**src/hdl/http_get_query_parser_unit_assert.svh**
```systemverilog
// ----------------------------------------------------------------------------
// HTTP GET query parser assertion macros
// Implication and never-true checks, empty when SYNTHESIS is set.
// ----------------------------------------------------------------------------
`ifndef HTTP_GET_QUERY_PARSER_UNIT_ASSERT_SVH
`define HTTP_GET_QUERY_PARSER_UNIT_ASSERT_SVH

`ifndef SYNTHESIS
`define HGQP_ASSERT_IMP(label, clk, rst_n, ante, cons) \
	label: assert property (@(posedge clk) disable iff (!(rst_n)) (ante) |-> (cons)) \
		else $error("hgqp implication check failed");
`define HGQP_ASSERT_NEVER(label, clk, rst_n, cond) \
	label: assert property (@(posedge clk) disable iff (!(rst_n)) !(cond)) \
		else $error("hgqp forbidden condition seen");
`else
`define HGQP_ASSERT_IMP(label, clk, rst_n, ante, cons)
`define HGQP_ASSERT_NEVER(label, clk, rst_n, cond)
`endif

`endif

```
**src/hdl/hgqp_pkg.sv**
```systemverilog
// ----------------------------------------------------------------------------
// HTTP GET query parser package
// Shared types, codes, limits and character helpers.
// ----------------------------------------------------------------------------
`default_nettype none

package hgqp_pkg;

	localparam int KEY_LEN       = 16;
	localparam int VALUE_LEN     = 16;
	localparam int MAX_PAIRS     = 16;
	localparam int PREFIX_LEN    = 5;
	localparam int QUEUE_DEPTH   = 2;

	localparam logic [7:0] PAGE_CAP_RESET = 8'd35;
	localparam logic [2:0] PREFIX_LAST    = 3'(PREFIX_LEN - 1);

	localparam logic [7:0] CHAR_SPACE = 8'h20;
	localparam logic [7:0] CHAR_DEL   = 8'h7f;
	localparam logic [7:0] CHAR_QUOTE = 8'h22;
	localparam logic [7:0] CHAR_BSL   = 8'h5c;

	typedef enum logic [2:0] {
		PH_PREFIX = 3'd0,
		PH_PAGE   = 3'd1,
		PH_KEY    = 3'd2,
		PH_VALUE  = 3'd3,
		PH_PCT    = 3'd4,
		PH_PCT1   = 3'd5,
		PH_LOOK   = 3'd6,
		PH_BLANK  = 3'd7
	} phase_t;

	typedef enum logic [3:0] {
		EV_NONE     = 4'd0,
		EV_PAGE     = 4'd1,
		EV_KEY      = 4'd2,
		EV_VALUE    = 4'd3,
		EV_PAGE_END = 4'd4,
		EV_KEY_END  = 4'd5,
		EV_PAIR_END = 4'd6,
		EV_DONE     = 4'd7,
		EV_FAIL     = 4'd8
	} event_t;

	typedef enum logic [2:0] {
		RS_NONE      = 3'd0,
		RS_PAGE_LONG = 3'd1,
		RS_KEY_LONG  = 3'd2,
		RS_KEY_AMP   = 3'd3,
		RS_VAL_LONG  = 3'd4,
		RS_VAL_CHAR  = 3'd5,
		RS_CLOSED    = 3'd6
	} reason_t;

	typedef enum logic [3:0] {
		CK_OTHER = 4'd0,
		CK_QMARK = 4'd1,
		CK_SPACE = 4'd2,
		CK_LF    = 4'd3,
		CK_CR    = 4'd4,
		CK_AMP   = 4'd5,
		CK_EQ    = 4'd6,
		CK_PLUS  = 4'd7,
		CK_PCT   = 4'd8
	} char_kind_t;

	typedef struct packed {
		logic [7:0] data;
		logic       closed;
		char_kind_t kind;
		logic       printable;
		logic       is_hex;
		logic [3:0] hex_val;
	} class_t;

	typedef struct packed {
		event_t     ev;
		logic [7:0] data;
		logic [3:0] idx;
		logic [4:0] count;
		reason_t    reason;
	} result_t;

	function automatic char_kind_t char_kind(input logic [7:0] c);
		char_kind_t k;
		unique case (c)
			8'h3f:   k = CK_QMARK;
			8'h20:   k = CK_SPACE;
			8'h0a:   k = CK_LF;
			8'h0d:   k = CK_CR;
			8'h26:   k = CK_AMP;
			8'h3d:   k = CK_EQ;
			8'h2b:   k = CK_PLUS;
			8'h25:   k = CK_PCT;
			default: k = CK_OTHER;
		endcase
		return k;
	endfunction

	function automatic logic [7:0] prefix_char(input logic [2:0] n);
		logic [7:0] c;
		unique case (n)
			3'd0:    c = 8'h47;
			3'd1:    c = 8'h45;
			3'd2:    c = 8'h54;
			3'd3:    c = 8'h20;
			default: c = 8'h2f;
		endcase
		return c;
	endfunction

endpackage

`default_nettype wire

```
**src/hdl/hgqp_front.sv**
```systemverilog
// ----------------------------------------------------------------------------
// HTTP GET query parser front
// Accept input transfers and classify each byte for the back end.
// ----------------------------------------------------------------------------
`default_nettype none

module hgqp_front (
	input  wire logic            s_tvalid,
	output logic                 s_tready,
	input  wire logic [7:0]      s_tdata,
	input  wire logic [0:0]      s_tuser,
	input  wire logic            q_full,
	output logic                 q_push,
	output hgqp_pkg::class_t     q_item
);
	import hgqp_pkg::*;

	logic [7:0] c;

	assign c        = s_tdata;
	assign s_tready = !q_full;
	assign q_push   = s_tvalid && !q_full;

	always_comb begin
		q_item           = '0;
		q_item.data      = c;
		q_item.closed    = s_tuser[0];
		q_item.kind      = char_kind(c);
		q_item.printable = (c > 8'd32) && (c < 8'd127);
		priority if (c >= 8'h30 && c <= 8'h39) begin
			q_item.is_hex  = 1'b1;
			q_item.hex_val = 4'(c - 8'h30);
		end else if (c >= 8'h41 && c <= 8'h46) begin
			q_item.is_hex  = 1'b1;
			q_item.hex_val = 4'(c - 8'h37);
		end else if (c >= 8'h61 && c <= 8'h66) begin
			q_item.is_hex  = 1'b1;
			q_item.hex_val = 4'(c - 8'h57);
		end else begin
			q_item.is_hex  = 1'b0;
			q_item.hex_val = 4'd0;
		end
	end

endmodule

`default_nettype wire

```
**src/hdl/hgqp_queue.sv**
```systemverilog
// ----------------------------------------------------------------------------
// HTTP GET query parser queue
// Short FIFO of classified bytes between front and back.
// ----------------------------------------------------------------------------
`default_nettype none

module hgqp_queue (
	input  wire logic             clk,
	input  wire logic             arst_n,
	input  wire logic             push,
	input  wire hgqp_pkg::class_t push_item,
	output logic                  full,
	input  wire logic             pop,
	output logic                  not_empty,
	output hgqp_pkg::class_t      head
);
	import hgqp_pkg::*;

	localparam int PTR_W = (QUEUE_DEPTH > 1) ? $clog2(QUEUE_DEPTH) : 1;
	localparam int CNT_W = $clog2(QUEUE_DEPTH + 1);
	localparam logic [CNT_W-1:0] DEPTH_CNT = CNT_W'(QUEUE_DEPTH);
	localparam logic [PTR_W-1:0] LAST_PTR  = PTR_W'(QUEUE_DEPTH - 1);

	class_t           slots_q [QUEUE_DEPTH];
	logic [PTR_W-1:0] wr_ptr_q;
	logic [PTR_W-1:0] rd_ptr_q;
	logic [CNT_W-1:0] count_q;
	logic             do_push;
	logic             do_pop;

	assign full      = (count_q == DEPTH_CNT);
	assign not_empty = (count_q != '0);
	assign head      = slots_q[rd_ptr_q];
	assign do_push   = push && !full;
	assign do_pop    = pop && not_empty;

	always_ff @(posedge clk) begin
		if (do_push) begin
			slots_q[wr_ptr_q] <= push_item;
		end
	end

	always_ff @(posedge clk or negedge arst_n) begin
		if (!arst_n) begin
			wr_ptr_q <= '0;
			rd_ptr_q <= '0;
			count_q  <= '0;
		end else begin
			if (do_push) begin
				wr_ptr_q <= (wr_ptr_q == LAST_PTR) ? '0 : wr_ptr_q + 1'b1;
			end
			if (do_pop) begin
				rd_ptr_q <= (rd_ptr_q == LAST_PTR) ? '0 : rd_ptr_q + 1'b1;
			end
			unique case ({do_push, do_pop})
				2'b10:   count_q <= count_q + 1'b1;
				2'b01:   count_q <= count_q - 1'b1;
				default: count_q <= count_q;
			endcase
		end
	end

endmodule

`default_nettype wire

```
**src/hdl/hgqp_back.sv**
```systemverilog
// ----------------------------------------------------------------------------
// HTTP GET query parser back end
// Run the request-line state machine and hold one result for the receiver.
// ----------------------------------------------------------------------------
`default_nettype none

module hgqp_back #(
	parameter int KEY_LEN   = hgqp_pkg::KEY_LEN,
	parameter int VALUE_LEN = hgqp_pkg::VALUE_LEN,
	parameter int MAX_PAIRS = hgqp_pkg::MAX_PAIRS
) (
	input  wire logic             clk,
	input  wire logic             arst_n,
	input  wire logic [7:0]       page_capacity,
	input  wire logic             q_not_empty,
	input  wire hgqp_pkg::class_t q_head,
	output logic                  q_pop,
	output logic                  out_valid,
	input  wire logic             out_ready,
	output hgqp_pkg::result_t     out_item
);
	import hgqp_pkg::*;

	localparam logic [4:0] KEY_LIMIT   = 5'(KEY_LEN - 1);
	localparam logic [4:0] VALUE_LIMIT = 5'(VALUE_LEN - 1);
	localparam logic [4:0] PAIR_LIMIT  = 5'(MAX_PAIRS - 1);

	phase_t     phase_q,  phase_d;
	logic [2:0] pfx_q,    pfx_d;
	logic [7:0] page_q,   page_d;
	logic [4:0] key_q,    key_d;
	logic [4:0] val_q,    val_d;
	logic [4:0] pairs_q,  pairs_d;
	logic [3:0] nib_q,    nib_d;
	logic       out_valid_q;
	result_t    out_q;

	logic       go;
	logic       finish;
	event_t     ev;
	logic [7:0] data;
	reason_t    reason;
	logic [7:0] decoded;
	logic       bad_decoded;
	logic       prefix_hit;

	assign go          = q_not_empty && (!out_valid_q || out_ready);
	assign q_pop       = go;
	assign out_valid   = out_valid_q;
	assign out_item    = out_q;
	assign decoded     = {nib_q, q_head.hex_val};
	assign bad_decoded = (decoded < CHAR_SPACE) || (decoded == CHAR_DEL)
		|| (decoded == CHAR_QUOTE) || (decoded == CHAR_BSL);
	assign prefix_hit  = (q_head.data == prefix_char(pfx_q));

	always_comb begin
		ev     = EV_NONE;
		data   = 8'd0;
		reason = RS_NONE;
		finish = 1'b0;
		if (q_head.closed) begin
			ev     = EV_FAIL;
			reason = RS_CLOSED;
			finish = 1'b1;
		end else begin
			unique case (phase_q)
				PH_PREFIX: ;
				PH_PAGE: begin
					if (q_head.kind == CK_QMARK || q_head.kind == CK_SPACE
						|| q_head.kind == CK_LF) begin
						ev = EV_PAGE_END;
					end else if (q_head.printable) begin
						if ({1'b0, page_q} + 9'd1 >= {1'b0, page_capacity}) begin
							ev     = EV_FAIL;
							reason = RS_PAGE_LONG;
							finish = 1'b1;
						end else begin
							ev   = EV_PAGE;
							data = q_head.data;
						end
					end
				end
				PH_KEY: begin
					priority if (q_head.kind == CK_SPACE || q_head.kind == CK_LF) begin
						ev = EV_NONE;
					end else if (q_head.kind == CK_AMP) begin
						ev     = EV_FAIL;
						reason = RS_KEY_AMP;
						finish = 1'b1;
					end else if (q_head.kind == CK_EQ) begin
						ev = EV_KEY_END;
					end else if (q_head.printable) begin
						if (key_q >= KEY_LIMIT) begin
							ev     = EV_FAIL;
							reason = RS_KEY_LONG;
							finish = 1'b1;
						end else begin
							ev   = EV_KEY;
							data = q_head.data;
						end
					end else begin
						ev = EV_NONE;
					end
				end
				PH_VALUE, PH_PCT, PH_PCT1: begin
					priority if (q_head.kind == CK_SPACE || q_head.kind == CK_AMP) begin
						if (q_head.kind == CK_AMP && pairs_q >= PAIR_LIMIT) begin
							ev     = EV_DONE;
							finish = 1'b1;
						end else begin
							ev = EV_PAIR_END;
						end
					end else if (q_head.printable) begin
						priority if (val_q >= VALUE_LIMIT) begin
							ev     = EV_FAIL;
							reason = RS_VAL_LONG;
							finish = 1'b1;
						end else if (phase_q == PH_PCT) begin
							ev = EV_NONE;
						end else if (phase_q == PH_PCT1) begin
							if (q_head.is_hex) begin
								ev   = EV_VALUE;
								data = bad_decoded ? CHAR_SPACE : decoded;
							end
						end else if (q_head.kind == CK_PLUS) begin
							ev   = EV_VALUE;
							data = CHAR_SPACE;
						end else if (q_head.kind == CK_PCT) begin
							ev = EV_NONE;
						end else begin
							ev   = EV_VALUE;
							data = q_head.data;
						end
					end else begin
						ev     = EV_FAIL;
						reason = RS_VAL_CHAR;
						finish = 1'b1;
					end
				end
				PH_LOOK: ;
				PH_BLANK: begin
					if (q_head.kind == CK_LF) begin
						ev     = EV_DONE;
						finish = 1'b1;
					end
				end
			endcase
		end
	end

	always_comb begin
		phase_d = phase_q;
		pfx_d   = pfx_q;
		page_d  = page_q;
		key_d   = key_q;
		val_d   = val_q;
		pairs_d = pairs_q;
		nib_d   = nib_q;
		if (finish) begin
			phase_d = PH_PREFIX;
			pfx_d   = '0;
			page_d  = '0;
			key_d   = '0;
			val_d   = '0;
			pairs_d = '0;
			nib_d   = '0;
		end else begin
			unique case (phase_q)
				PH_PREFIX: begin
					if (prefix_hit) begin
						pfx_d = pfx_q + 3'd1;
						if (pfx_q == PREFIX_LAST) begin
							phase_d = PH_PAGE;
						end
					end
				end
				PH_PAGE: begin
					if (q_head.kind == CK_QMARK) begin
						phase_d = PH_KEY;
					end else if (q_head.kind == CK_SPACE) begin
						phase_d = PH_LOOK;
					end else if (q_head.kind == CK_LF) begin
						phase_d = PH_BLANK;
					end
					if (ev == EV_PAGE) begin
						page_d = page_q + 8'd1;
					end
				end
				PH_KEY: begin
					if (q_head.kind == CK_SPACE) begin
						phase_d = PH_LOOK;
					end else if (q_head.kind == CK_LF) begin
						phase_d = PH_BLANK;
					end else if (q_head.kind == CK_EQ) begin
						phase_d = PH_VALUE;
					end
					if (ev == EV_KEY) begin
						key_d = key_q + 5'd1;
					end
				end
				PH_VALUE, PH_PCT, PH_PCT1: begin
					if (ev == EV_PAIR_END) begin
						pairs_d = pairs_q + 5'd1;
						if (q_head.kind == CK_AMP) begin
							key_d   = '0;
							val_d   = '0;
							phase_d = PH_KEY;
						end else begin
							phase_d = PH_LOOK;
						end
					end else begin
						if (phase_q == PH_PCT) begin
							if (q_head.is_hex) begin
								nib_d   = q_head.hex_val;
								phase_d = PH_PCT1;
							end else begin
								phase_d = PH_VALUE;
							end
						end else if (phase_q == PH_PCT1) begin
							phase_d = PH_VALUE;
						end else if (q_head.kind == CK_PCT) begin
							phase_d = PH_PCT;
						end
						if (ev == EV_VALUE) begin
							val_d = val_q + 5'd1;
						end
					end
				end
				PH_LOOK: begin
					if (q_head.kind == CK_LF) begin
						phase_d = PH_BLANK;
					end
				end
				PH_BLANK: begin
					if (q_head.kind != CK_CR) begin
						phase_d = PH_LOOK;
					end
				end
			endcase
		end
	end

	always_ff @(posedge clk or negedge arst_n) begin
		if (!arst_n) begin
			phase_q     <= PH_PREFIX;
			pfx_q       <= '0;
			page_q      <= '0;
			key_q       <= '0;
			val_q       <= '0;
			pairs_q     <= '0;
			nib_q       <= '0;
			out_valid_q <= 1'b0;
		end else if (go) begin
			phase_q     <= phase_d;
			pfx_q       <= pfx_d;
			page_q      <= page_d;
			key_q       <= key_d;
			val_q       <= val_d;
			pairs_q     <= pairs_d;
			nib_q       <= nib_d;
			out_valid_q <= 1'b1;
		end else if (out_ready) begin
			out_valid_q <= 1'b0;
		end
	end

	always_ff @(posedge clk) begin
		if (go) begin
			out_q.ev     <= ev;
			out_q.data   <= data;
			out_q.idx    <= pairs_q[3:0];
			out_q.count  <= finish ? pairs_q : pairs_d;
			out_q.reason <= reason;
		end
	end

endmodule

`default_nettype wire

```
**src/hdl/http_get_query_parser_unit.sv**
```systemverilog
// ----------------------------------------------------------------------------
// HTTP GET query parser unit
// Request-line parser emitting page, key and decoded value bytes as events.
// ----------------------------------------------------------------------------
// Usage:
//   Slave stream: one request byte per transfer in s_tdata, s_tuser[0] set
//   when the link closed (byte ignored, request fails).
//   Master stream: exactly one result per input transfer, in order; the
//   event code in m_tuser, byte, pair index, pair count and fail reason in
//   m_tdata.
//   Config channel: cfg_data writes the page capacity; write only while no
//   transfer is in flight.
//   Path: each input byte is written into the queue, then its result is
//   registered in the output register that drives m_tvalid and m_tdata.
//   Throughput: one byte per cycle; the state machine retires one queued
//   byte each cycle the output register is free or being drained.
//   Stall: a stalled receiver holds the output register, the two-entry
//   queue fills, then s_tready drops until the receiver takes a transfer.
//   Reset: parser returns to waiting for the GET prefix, queue and output
//   empty, page capacity 35.
// ----------------------------------------------------------------------------
`default_nettype none

`include "http_get_query_parser_unit_assert.svh"

module http_get_query_parser_unit #(
	parameter int KEY_LEN   = hgqp_pkg::KEY_LEN,
	parameter int VALUE_LEN = hgqp_pkg::VALUE_LEN,
	parameter int MAX_PAIRS = hgqp_pkg::MAX_PAIRS
) (
	input  wire logic        clk,
	input  wire logic        arst_n,
	input  wire logic        s_tvalid,
	output logic             s_tready,
	input  wire logic [7:0]  s_tdata,   // [7:0] rx_byte
	input  wire logic [0:0]  s_tuser,   // [0] link_closed
	output logic             m_tvalid,
	input  wire logic        m_tready,
	output logic [23:0]      m_tdata,   // [7:0] data_byte, [11:8] pair_index,
	                                    // [16:12] pair_count, [19:17] fail_reason,
	                                    // [23:20] zero
	output logic [3:0]       m_tuser,   // [3:0] event_res
	input  wire logic        cfg_valid,
	output logic             cfg_ready,
	input  wire logic [7:0]  cfg_data
);
	import hgqp_pkg::*;

	localparam logic [4:0] PAIR_MAX = 5'(MAX_PAIRS);

	logic [7:0] page_capacity_q;
	logic       q_full;
	logic       q_push;
	class_t     q_item;
	logic       q_pop;
	logic       q_not_empty;
	class_t     q_head;
	result_t    res;

	assign cfg_ready = 1'b1;

	always_ff @(posedge clk or negedge arst_n) begin
		if (!arst_n) begin
			page_capacity_q <= PAGE_CAP_RESET;
		end else if (cfg_valid && cfg_ready) begin
			page_capacity_q <= cfg_data;
		end
	end

	hgqp_front u_front (
		.s_tvalid (s_tvalid),
		.s_tready (s_tready),
		.s_tdata  (s_tdata),
		.s_tuser  (s_tuser),
		.q_full   (q_full),
		.q_push   (q_push),
		.q_item   (q_item)
	);

	hgqp_queue u_queue (
		.clk       (clk),
		.arst_n    (arst_n),
		.push      (q_push),
		.push_item (q_item),
		.full      (q_full),
		.pop       (q_pop),
		.not_empty (q_not_empty),
		.head      (q_head)
	);

	hgqp_back #(
		.KEY_LEN   (KEY_LEN),
		.VALUE_LEN (VALUE_LEN),
		.MAX_PAIRS (MAX_PAIRS)
	) u_back (
		.clk           (clk),
		.arst_n        (arst_n),
		.page_capacity (page_capacity_q),
		.q_not_empty   (q_not_empty),
		.q_head        (q_head),
		.q_pop         (q_pop),
		.out_valid     (m_tvalid),
		.out_ready     (m_tready),
		.out_item      (res)
	);

	assign m_tuser = res.ev;
	assign m_tdata = {4'd0, res.reason, res.count, res.idx, res.data};

	`HGQP_ASSERT_IMP(a_fail_reason, clk, arst_n, m_tvalid,
		((m_tuser == EV_FAIL) == (m_tdata[19:17] != RS_NONE)))
	`HGQP_ASSERT_IMP(a_data_kind, clk, arst_n,
		m_tvalid && m_tuser != EV_PAGE && m_tuser != EV_KEY && m_tuser != EV_VALUE,
		m_tdata[7:0] == 8'd0)
	`HGQP_ASSERT_IMP(a_pair_end_count, clk, arst_n, m_tvalid && m_tuser == EV_PAIR_END,
		m_tdata[15:12] == m_tdata[11:8] + 4'd1)
	`HGQP_ASSERT_NEVER(a_pair_bound, clk, arst_n, m_tvalid && m_tdata[16:12] > PAIR_MAX)

endmodule

`default_nettype wire
```
**config.mk**
```make
export PLATFORM = sky130hd
export DESIGN_NAME = http_get_query_parser_unit
export DESIGN_NICKNAME = d
export VERILOG_FILES = /design/src/hdl/hgqp_pkg.sv /design/src/hdl/hgqp_front.sv /design/src/hdl/hgqp_queue.sv /design/src/hdl/hgqp_back.sv /design/src/hdl/http_get_query_parser_unit.sv
export VERILOG_INCLUDE_DIRS = /design/src /design/src/hdl
export SDC_FILE = /design/constraint.sdc
export NUM_CORES = 1
export LEC_CHECK = 0
export BUFFER_PORTS_ARGS = -buffer_cell sky130_fd_sc_hd__buf_4
export CAP_MARGIN = 25
export CORE_MARGIN = 8
export CORE_UTILIZATION = 50
export DETAILED_ROUTE_END_ITERATION = 7
export PLACE_DENSITY = 0.71
export REMOVE_ABC_BUFFERS = 1
export SYNTH_ARGS = -nofsm -noshare
export SYNTH_HDL_FRONTEND = slang
export SYNTH_SLANG_ARGS = --single-unit
```
**constraint.sdc**
```tcl
create_clock -name clk -period 3.1 [get_ports clk]
set_input_delay 0.62 -clock clk [delete_from_list [all_inputs] [get_ports clk]]
set_output_delay 0.62 -clock clk [all_outputs]
set_load 0.005 [all_outputs]
```
==> out/results.txt <==
EDFF count, synth -> 62
sequential fraction of design power -> 0.395
die height -> 126.6 um
P_sw -> 0.001852 W
Worst Hold Class -> input pin to async pin
status -> finished, violations left
share of layout cells above drive strength 1 -> 0.3329
Detailed Route WL -> 15380 um
highest routed layer -> met4
cell count after synthesis -> 578
CTS tree -> yes
first-pass GRT wire length -> 24810 um
DRT Pass-1 Iters -> 5
commonest cells after routing, fill and taps aside -> 112 x buf_4, 62 x edfxtp_1, 45 x nand2_1
RR Startpoint -> u_back.page_q[0]
Tcrit/Tclk final -> 1.024
synth warn -> 0
Critical Path Sink Type -> register
min Tclk post-route -> 3175 ps
Lkg Pwr -> 3.193 nW
Power Total -> 0.005229 W
Num Clock Sinks -> 108
synthesized area per cell -> 10.57 sq um
initial antenna violation count -> 0
met3 wire len -> 746 um
max cap viols -> 0
Setup crit start kind -> register
Max Fclk -> 0.3150 GHz
violated checks -> negative setup slack
Clock Latency Late Sink -> 360 ps
dpl hpwl -> 10950 um
Setup Crit Path Kind -> register to register
Worst-path clk slew -> 70 ps
#FFs+latches synth -> 108
num rows -> 40
diode count -> 0
area of the die -> 0.01602 sq mm
Main synth FF type -> edfxtp_1
# port buffers -> 47
synthesis-to-layout area growth -> 27.27%
placed instance count -> 813
Final WS setup -> -75.06 ps
final non-filler cell total -> 844
initial core utilization -> 0.5110
Slew headroom -> 0.4208
final setup violating endpoints -> 9
Seq/Total Area, Yosys -> 0.4936
core box area -> 0.01196 sq mm
cell area after synthesis -> 0.006112 sq mm
total track usage -> 0.1915
ys async rst share -> 0.4259
H-Tree Depth -> 3
Worst IR Drop VDD -> 406.2 uV
Arr. time, crit path -> 3420 ps
DRC viols -> 0
Slew Viols, Final -> 0
Num CTS Buffers -> 9
Combinational Power Share -> 0.378
Power Density -> 672.2 mW/mm^2
register-to-register setup slack -> -80 ps
# IOs -> 53
vias in the first global route -> 4939
nets -> 740
Remaining Overflow, GRT -> 0
Root Driver -> clkbuf_16
worst slack, placed -> -386.6 ps
met2 routed WL -> 7598 um
Worst Tran Pin Value -> 868.9 ps
Final ANT Viol Nets -> 0
Chip Width -> 126.6 um
Critical Path RT -> 3340 ps
internal power -> 0.003377 W
vias -> 5037
hold_buf cts -> 0
Final Hold Viols -> 0
DRT iter0 DRCs -> 338
Reg2Reg Depth -> 13
via-per-instance ratio -> 5.968
largest net degree at the start of global routing -> 47
Final Util -> 0.6503
commonest non-fill, non-tap cell in the layout -> buf_4
RSZ-0062 raised after global routing -> true
clk buf depth -> 2
Crit Path Max Fanout -> 8
sw frac -> 0.3543
routed wire length per instance -> 18.23 um
clock network power share -> 0.227
met1 WL -> 6724 um
Worst Clk Skew -> 10.17 ps
RD Place Congestion -> 0.9160
R2R Path End -> u_back.page_q[3]
setup TNS -> -430.3 ps
unique cell type count in the Yosys netlist -> 79
==> synth_stat cells (5+ instances only) <==
cell | count | share of area
a21o_1 | 5 | 0.0061
a21oi_1 | 14 | 0.011
a22oi_1 | 10 | 0.012
a31oi_1 | 5 | 0.0051
and3_1 | 15 | 0.015
buf_2 | 6 | 0.0049
buf_4 | 6 | 0.0074
clkbuf_1 | 8 | 0.0049
dfrtp_1 | 43 | 0.18
edfxtp_1 | 62 | 0.30
ha_1 | 26 | 0.053
inv_1 | 25 | 0.015
mux2_2 | 17 | 0.031
mux2i_1 | 9 | 0.015
nand2_1 | 49 | 0.030
nand2b_1 | 11 | 0.011
nand3_1 | 27 | 0.022
nand3b_1 | 5 | 0.0061
nand4_1 | 8 | 0.0082
nor2_1 | 41 | 0.025
nor2b_1 | 5 | 0.0051
nor3_1 | 11 | 0.0090
o211ai_1 | 10 | 0.012
o21ai_0 | 43 | 0.035
o2bb2ai_1 | 7 | 0.010
xnor2_1 | 9 | 0.013
xor2_1 | 8 | 0.011
==> cell families (layout without fill, tap and decap cells) <==
kind of cell             after synthesis  after routing  synth area share
adder cells (fa/ha/maj)               27             27           0.05486
buffers and inverters                 46            162           0.03439
other                                  2              5          0.001229
XOR/XNOR                              17             17           0.02436
multiplexers                          26             26           0.04606
flip-flops                           108            108            0.4936
AO/OA/AOI/OAI                        145            145            0.1654
AND/OR/NAND/NOR                      207            207            0.1801
==> registers in the layout, summed over array words and instances (netlist names), 2 cells and up <==
| name | flops |
|---|---|
| u_back.pfx_q | 3 |
| page_capacity_q | 8 |
| u_back.nib_q | 4 |
| u_back.out_item | 24 |
| u_back.key_q | 5 |
| u_queue.slots_q | 38 |
| u_back.page_q | 8 |
| u_back.phase_q | 3 |
| u_queue.count_q | 2 |
| u_back.pairs_q | 5 |
| u_back.val_q | 5 |
==> worst max-delay path, cell delays in order (launching register included) <==
cell      delay (ps)
dfrtp_1          390
ha_2             210
and3_4           180
xor2_1           140
ha_1             310
a21o_1           220
a221oi_2         220
o211ai_1         120
buf_4            160
o21ai_4          140
o21ai_2           90
or4_4            510
and3_4           190
a31o_1           190
==> area by class of cell <==
| cell class | instances | area (sq um) |
|---|---|---|
| clock buffers | 9 | 225.2 |
| repair buffers | 121 | 942.2 |
| flip-flops and latches | 108 | 3018 |
| fillers | 941 | 4183 |
| inverters | 25 | 93.84 |
| clock inverters | 7 | 81.33 |
| well taps | 147 | 183.9 |
| multi-input cells | 427 | 3234 |
==> worst max-delay path by stage <==
stage / start / endpoint / slack (ps) / cells past startpoint
4_1_cts: u_back.page_q[4] / u_back.page_q[3] / -80 / 13
3_3_place_gp: u_back.page_q[2] / u_back.page_q[7] / -150 / 13
2_1_floorplan: u_queue.rd_ptr_q / u_back.key_q[1] / -430 / 8
6_report: u_back.page_q[0] / u_back.page_q[3] / -80 / 13
3_5_place_dp: u_back.page_q[2] / u_back.page_q[3] / -390 / 13
5_1_grt: u_back.page_q[3] / u_back.page_q[3] / -200 / 14
==> what timing repair did <==
action	in CTS	in global routing
gates resized for setup	30	62
setup endpoints to repair	32	42
pin swaps	20	16
buffers inserted	8	7
==> power by group through the flow <==
stage	Clock (W)	Combinational, W	Sequential [W]
after floorplan	0	0.000923	0.00209
after global placement	0	0.00170	0.00207
after detailed placement	0	0.00176	0.00209
after CTS	0.00120	0.00183	0.00206
after global routing	0.00125	0.00215	0.00210
final	0.00119	0.00198	0.00207
==> per-stage QoR <==
stage / hold slack, ps / instance area, sq um
finish: 273.2 / 7779
global route: 325.0 / 7779
CTS: 295.8 / 7488
detailed placement: 486.6 / 6984
global placement: 475.1 / 6979
floorplan: 324.4 / 6007
==> metal layers <==
layer,GRT usage,up-vias
met5,0,-
li1,-,2408
met4,0.07502,0
met3,0.03519,28
met2,0.3189,166
met1,0.2419,2435
Note: power is estimated with default switching activity, not from simulation.
